## src/design/ucd_pkg.sv

```systemverilog
// Shared types and constants for the undirected cycle detector.
// Used by ucd_ctrl, ucd_dpath and undirected_cycle_detect; no dependencies.
`timescale 1ns / 1ps
`default_nettype none
package ucd_pkg;

    localparam int MAX_VERTICES = 1024;
    localparam int MAX_EDGES    = 4096;
    localparam int VW           = 11;  // vertex field width
    localparam int IW           = $clog2(MAX_VERTICES);  // zero-based vertex index
    localparam int EAW          = $clog2(MAX_EDGES);
    localparam int ECW          = EAW + 1;

    localparam logic OP_ADD  = 1'b0;
    localparam logic OP_EVAL = 1'b1;

    typedef struct packed {
        logic add;        // store or drop the accepted edge beat
        logic clr_wr;     // clear one parent entry, advance the sweep
        logic eval_start; // rewind the edge index, clear the found flag
        logic edge_rd;    // read the edge at the current index
        logic load_ab;    // take the read edge as the two walk pointers
        logic edge_next;  // advance the edge index
        logic par_rd_a;   // read the parent of pointer a
        logic par_rd_b;   // read the parent of pointer b
        logic step_a;     // follow the parent link of pointer a
        logic step_b;     // follow the parent link of pointer b
        logic unite;      // link root a under root b
        logic set_found;  // a cycle was found
        logic out_load;   // load the result, reset the edge count and drop flag
    } t_cmd;

    typedef struct packed {
        logic clr_last;   // sweep at its last entry
        logic edges_left; // edge index below the edge count
        logic edge_ok;    // read edge has both endpoints within the count
        logic par_root;   // read parent entry marks a root
        logic same_root;  // both pointers on the same vertex
        logic out_busy;   // result register still holds an untaken beat
    } t_status;

endpackage
`default_nettype wire

```

## src/design/ucd_ctrl.sv

```systemverilog
// Controller of the cycle detector: sequences loading, the union-find walk
// over the stored edges and the parent clearing sweep. Depends on ucd_pkg.
`timescale 1ns / 1ps
`default_nettype none
module ucd_ctrl (
    input  wire logic             i_clk,
    input  wire logic             i_rst_n,
    input  wire logic             i_in_valid,
    output logic                  o_in_ready,
    input  wire logic             i_op,
    input  wire ucd_pkg::t_status i_status,
    output ucd_pkg::t_cmd         o_cmd
);
    typedef enum logic [3:0] {
        S_CLEAR, S_IDLE, S_E_RD, S_E_CHK, S_FA_RD, S_FA_CHK,
        S_FB_RD, S_FB_CHK, S_UNION, S_DONE
    } t_state;

    t_state r_state, n_state;
    logic   accept;

    always_comb begin
        o_cmd      = '0;
        n_state    = r_state;
        o_in_ready = (r_state == S_IDLE);
        accept     = o_in_ready && i_in_valid;
        case (r_state)
            S_CLEAR: begin
                o_cmd.clr_wr = 1'b1;
                if (i_status.clr_last) n_state = S_IDLE;
            end
            S_IDLE: begin
                if (accept && i_op == ucd_pkg::OP_ADD) o_cmd.add = 1'b1;
                if (accept && i_op == ucd_pkg::OP_EVAL) begin
                    o_cmd.eval_start = 1'b1;
                    n_state = S_E_RD;
                end
            end
            S_E_RD: begin
                if (!i_status.edges_left) begin
                    n_state = S_DONE;
                end else begin
                    o_cmd.edge_rd = 1'b1;
                    n_state = S_E_CHK;
                end
            end
            S_E_CHK: begin
                if (i_status.edge_ok) begin
                    o_cmd.load_ab = 1'b1;
                    n_state = S_FA_RD;
                end else begin
                    o_cmd.edge_next = 1'b1;
                    n_state = S_E_RD;
                end
            end
            S_FA_RD: begin
                o_cmd.par_rd_a = 1'b1;
                n_state = S_FA_CHK;
            end
            S_FA_CHK: begin
                if (i_status.par_root) begin
                    n_state = S_FB_RD;
                end else begin
                    o_cmd.step_a = 1'b1;
                    n_state = S_FA_RD;
                end
            end
            S_FB_RD: begin
                o_cmd.par_rd_b = 1'b1;
                n_state = S_FB_CHK;
            end
            S_FB_CHK: begin
                if (i_status.par_root) begin
                    n_state = S_UNION;
                end else begin
                    o_cmd.step_b = 1'b1;
                    n_state = S_FB_RD;
                end
            end
            S_UNION: begin
                if (i_status.same_root) begin
                    o_cmd.set_found = 1'b1;
                    n_state = S_DONE;
                end else begin
                    o_cmd.unite     = 1'b1;
                    o_cmd.edge_next = 1'b1;
                    n_state = S_E_RD;
                end
            end
            S_DONE: begin
                if (!i_status.out_busy) begin
                    o_cmd.out_load = 1'b1;
                    n_state = S_CLEAR;
                end
            end
            default: n_state = S_CLEAR;
        endcase
    end

    always_ff @(posedge i_clk) begin
        if (!i_rst_n) begin
            r_state <= S_CLEAR;
        end else begin
            r_state <= n_state;
        end
    end

endmodule
`default_nettype wire

```

## config.mk

```make
export PLATFORM = sky130hd
export DESIGN_NAME = ucd_ctrl
export DESIGN_NICKNAME = d
export VERILOG_FILES = /design/src/design/ucd_pkg.sv /design/src/design/ucd_ctrl.sv
export SDC_FILE = /design/constraint.sdc
export NUM_CORES = 1
export LEC_CHECK = 0
export BUFFER_PORTS_ARGS = -buffer_cell sky130_fd_sc_hd__buf_2
export CAP_MARGIN = 15
export CORE_AREA = 2 2 39 41
export CTS_CLUSTER_SIZE = 14
export DETAILED_ROUTE_END_ITERATION = 8
export DIE_AREA = 0 0 41 43
export GPL_TIMING_DRIVEN = 0
export SETUP_SLACK_MARGIN = 0.5
export SLEW_MARGIN = 15
export SYNTH_ARGS = -nofsm -noshare
export SYNTH_HDL_FRONTEND = slang
export SYNTH_SLANG_ARGS = --single-unit
```

## constraint.sdc

```tcl
create_clock -name i_clk -period 3.7 [get_ports i_clk]
set_clock_uncertainty 0.1 [all_clocks]
set_input_delay 0.37 -clock i_clk [delete_from_list [all_inputs] [get_ports i_clk]]
set_output_delay 0.37 -clock i_clk [all_outputs]
set_load 0.02 [all_outputs]
```

## Word level (Yosys, flattened, before mapping)

Cells that the tools add are included.

- Register bits: 4
- Input port bits: 10
- Output and inout port bits: 14
- Word-level logic and storage cells: 49

- Eq/ne operators: 12
- Mux-type cells: 30
- Bitwise logic cells: 1
- Reductions and logical operators: 5

Operators with widths:

| kind | count |
|---|---|
| 4-bit one-hot mux with 10 select lines | 1 |
| 4-bit 2-to-1 mux | 6 |
| 1-bit 2-to-1 mux | 19 |
| 4-bit by 3-bit == test with 1-bit output, second input constant | 4 |
| 4-bit by 2-bit == test with 1-bit output, second input constant | 2 |
| 4-bit == test, second input constant | 2 |
| 4-bit by 1-bit == test with 1-bit output, second input constant | 1 |
| 4-bit zero test | 1 |
| 2-bit 2-to-1 mux | 2 |
| 2-bit != test, second input constant | 2 |
| 1-bit logical AND | 3 |
| 3-bit 2-to-1 mux | 1 |
| 3-bit AND reduction | 1 |
| 2-bit by 1-bit != test with 1-bit output, second input constant | 1 |
| 1-bit one-hot mux with 2 select lines | 1 |
| 1-bit NOT | 1 |

## Logic depth before layout (Yosys ltp)

- Depth after elaboration: 5
- Depth in mapped cells: 5
- Mapped depth without buffers: 4

## Least setup slack after synthesis

OpenSTA, ideal clock, no wires.

- Kind: reg2out
- Start: register r_state[1]
- End: output port o_cmd[12] (netlist bit)
- Arrival: 1.589 ns
- Data required time: 3.230 ns
- Slack: 1.641 ns
- Cell stages (with the launch flop): 6
- Buffers on the path: 2
- Path through: dfxtp_1 clkbuf_2 buf_2 nor3_1 nand2_1 nor2_1

RTL lines:

| element | RTL line | source |
|---|---|---|
| start: declaration | ucd_ctrl.sv:19 | `t_state r_state, n_state;` |
| start signal: assignment | ucd_ctrl.sv:104 | `r_state <= n_state;` |
| end: declaration | ucd_ctrl.sv:12 | `output ucd_pkg::t_cmd o_cmd` |

==> flow_metrics.tcl <==
set metrics [dict create \
    netlist_area_sq_um 432.9 \
    fin_ws_ns 1.723 \
    area_growth_pct 36.42 \
    synth_top_area_cell "dfxtp_1" \
    worstSetupPathType "flop to output port" \
    worstHoldStart "i_rst_n" \
    synth_top_cell_area_share_pct 18.50 \
    dieHeight_microns 43 \
    min_period_over_period_pct 53.42 \
    n_antenna_cell 0 \
    leakage_nw 0.3108 \
    hold_slack_ns 0.2831 \
    firstDrtPassIters 3 \
    layout.nets 98 \
    start_util_pct 31.28 \
    fp.coreArea_sq_mm 0.001384 \
    yosys.area_share.xor_xnor_pct 0 \
    place.detailed.hpwl_microns 862.2 \
    synthTopCellsByCount "7 x nand2_1, 7 x nor2_1, 5 x nor3_1, 4 x dfxtp_1, 4 x nand2b_1" \
    cts-hold-fix-buffers 0 \
    drt_iter0_markers 5 \
    setup_tns_ns 0 \
    wirelength_mm 1.099 \
    io_pins 24 \
    overflow 0 \
    synthTopCellsByArea "dfxtp_1 18%, nand2_1 6.1%, nor2_1 6.1%, nand2b_1 5.8%, nor3_1 5.8%" \
    drc 0 \
    max_stage_delay_ns 0.30 \
    clock.fmax_mhz 505.9 \
    tritoncts "yes" \
    reg2reg_depth 5 \
    postSynthCellCount 60 \
    crit_top_cell "buf_2" \
    placed_cell_area_sq_um 568.0 \
    hold_viol 0 \
    drv_cap 0 \
    end_kind "output port" \
    ir_drop_v 0.0001217 \
    timing.rr.end "r_state[0]" \
    crit_chain "clkbuf_2 -> buf_2 -> nor3_1 -> and3_1 -> buf_2" \
    largest_reg_flops 4 \
    die_w_microns 41 \
    synthArstFlopShare_pct 0 \
    rsz0062_at_grt "no" \
    power.density_mw_per_mm2 309.3 \
    regMostFlops "r_state" \
    hp-class "primary input to flop" \
    synth-compound-area-share_pct 17.34 \
    grt_max_degree 11 \
    reg_top3 "r_state x4" \
    report.power.total_mw 0.1827 \
    yosys_warnings 0 \
    ctsResizeCount 0 \
    viasPerCell 5.157 \
    period_minus_slack_ns 1.977 \
    clock_sinks 4 \
    crit_family "buffers and inverters" \
    grt_pass1_vias 416 \
    worst-endpoint-required_ns 3.23 \
    worst_slew_pin_slew_ns 0.2912 \
    dp_slack_ns 1.973 \
    crit_slowest_cell "nor3_1" \
    cts.path.max_buffers 2 \
    drv_slew 0 \
    holdPathStages 2 \
    postSynthNetCount 70 \
    synth_cell_types 26 \
    crit_fanout 10 \
    reg2reg_from "r_state[0]" \
    synth_top_family_by_area "simple AND/OR/NAND/NOR gates" \
    post_cts_buffers 0 \
    postLayoutCellArea_sq_um 590.6 \
    status "completed" \
    drtAntennaViolNets 0 \
    num_rows 14 \
    cts_root_buf "clkbuf_4" \
    cts_buffers 3 \
    grt_usage_pct 13.54 \
    place_congestion 0.7933 \
    grt_pass1_wl_mm 1.662 \
    muxShareOfSynthArea_pct 4.624 \
    ys_ff_latch 4 \
    dieArea_sq_mm 0.001763 \
    relSlewSlack_pct 80.44 \
    synth_edf_count 0 \
    synth_seq_area_share_pct 18.50 \
    avgSynthCellArea_sq_um 7.215 \
    port-buffer-count 23 \
    regArea_sq_um 80.08 \
    r2r_slack_ns 2.29 \
    vias 526 \
    synth_ff_type "dfxtp_1" \
    start_kind "flop" \
    drive_above_1_share_pct 40.70 \
    synth-simple-area-share_pct 48.84 \
    multi_input_area_sq_um 306.5 \
    synth_fa_ha_area_share_pct 0 \
    htreeDepth 1 \
    critical_path_arrival_ns 1.51 \
    cts.clk_slew.worst_paths_ns 0.04 \
    finalSetupViolations 0 \
    antenna_found_initial 0 \
    post_drt_wl_per_cell_microns 10.77 \
    clk_latency_ns 0.24 \
    crit_buf_inv 3 \
    whs_endpoint "r_state[3]" \
    fill_cells 154 \
]
[report_power, final]
part,total [mW],internal [mW],switching (mW)
clock network,0.0559,0.0364,0.0195
registers,0.0486,0.0468,0.00180
logic,0.0782,0.0320,0.0461
total,0.183,0.115,0.0674
[worst max-delay path by stage]
stage	start	end	depth (start not counted)
floorplan	r_state[1]	o_cmd[12]	5
global placement	r_state[1]	o_cmd[10]	5
detailed placement	r_state[1]	o_cmd[10]	5
CTS	r_state[1]	o_cmd[10]	5
global route	r_state[1]	o_cmd[12]	6
finish	r_state[1]	o_cmd[10]	5
[kinds of logic (layout without fill, tap and decap cells)]
group           Yosys count  count (layout)
compound gates           10              10
flops                     4               4
simple gates             37              37
mux                       2               2
buf+inv                   7              33
[layout make-up]
cell class              count  share of cell area [%]
inverters                   1                  0.6356
repair buffers             23                   19.49
plain buffers               6                   7.203
flip-flops and latches      4                   13.56
clock buffers               3                   3.814
well taps                  16                   3.390
multi-input cells          49                   51.91
[per-stage QoR]
| step | util, % | cells |
|---|---|---|
| finish | 42.68 | 102 |
| global route | 42.68 | 102 |
| CTS | 42.68 | 102 |
| detailed placement | 41.05 | 99 |
| global placement | 41.05 | 99 |
| floorplan | - | 60 |
[routing by layer]
layer | vias to the layer above | track usage [%] | wire length, microns
li1 | 271 | - | -
met1 | 240 | 16.99 | 518
met2 | 13 | 20.94 | 521
met3 | 2 | 1.571 | 46
met4 | 0 | 8.000 | 13
met5 | - | 0 | 0
[layout by cell type, fill, tap and decap left out, drive strengths merged]
cell / netlist / layout
nand2b: 4 / 4
mux2i: 2 / 2
o22ai: 1 / 1
inv: 1 / 1
nand3b: 2 / 2
and3: 3 / 3
o31ai: 1 / 1
o21a: 1 / 1
clkbuf: 1 / 4
buf: 5 / 28
nand4: 1 / 1
nand2: 7 / 7
nor3: 7 / 7
o32a: 2 / 2
nor4bb: 1 / 1
o221a: 1 / 1
a21oi: 1 / 1
and4b: 1 / 1
o21ai: 1 / 1
nor2: 7 / 7
dfxtp: 4 / 4
and2: 1 / 1
nor3b: 3 / 3
a31oi: 2 / 2
(Power assumes the default switching activity.)
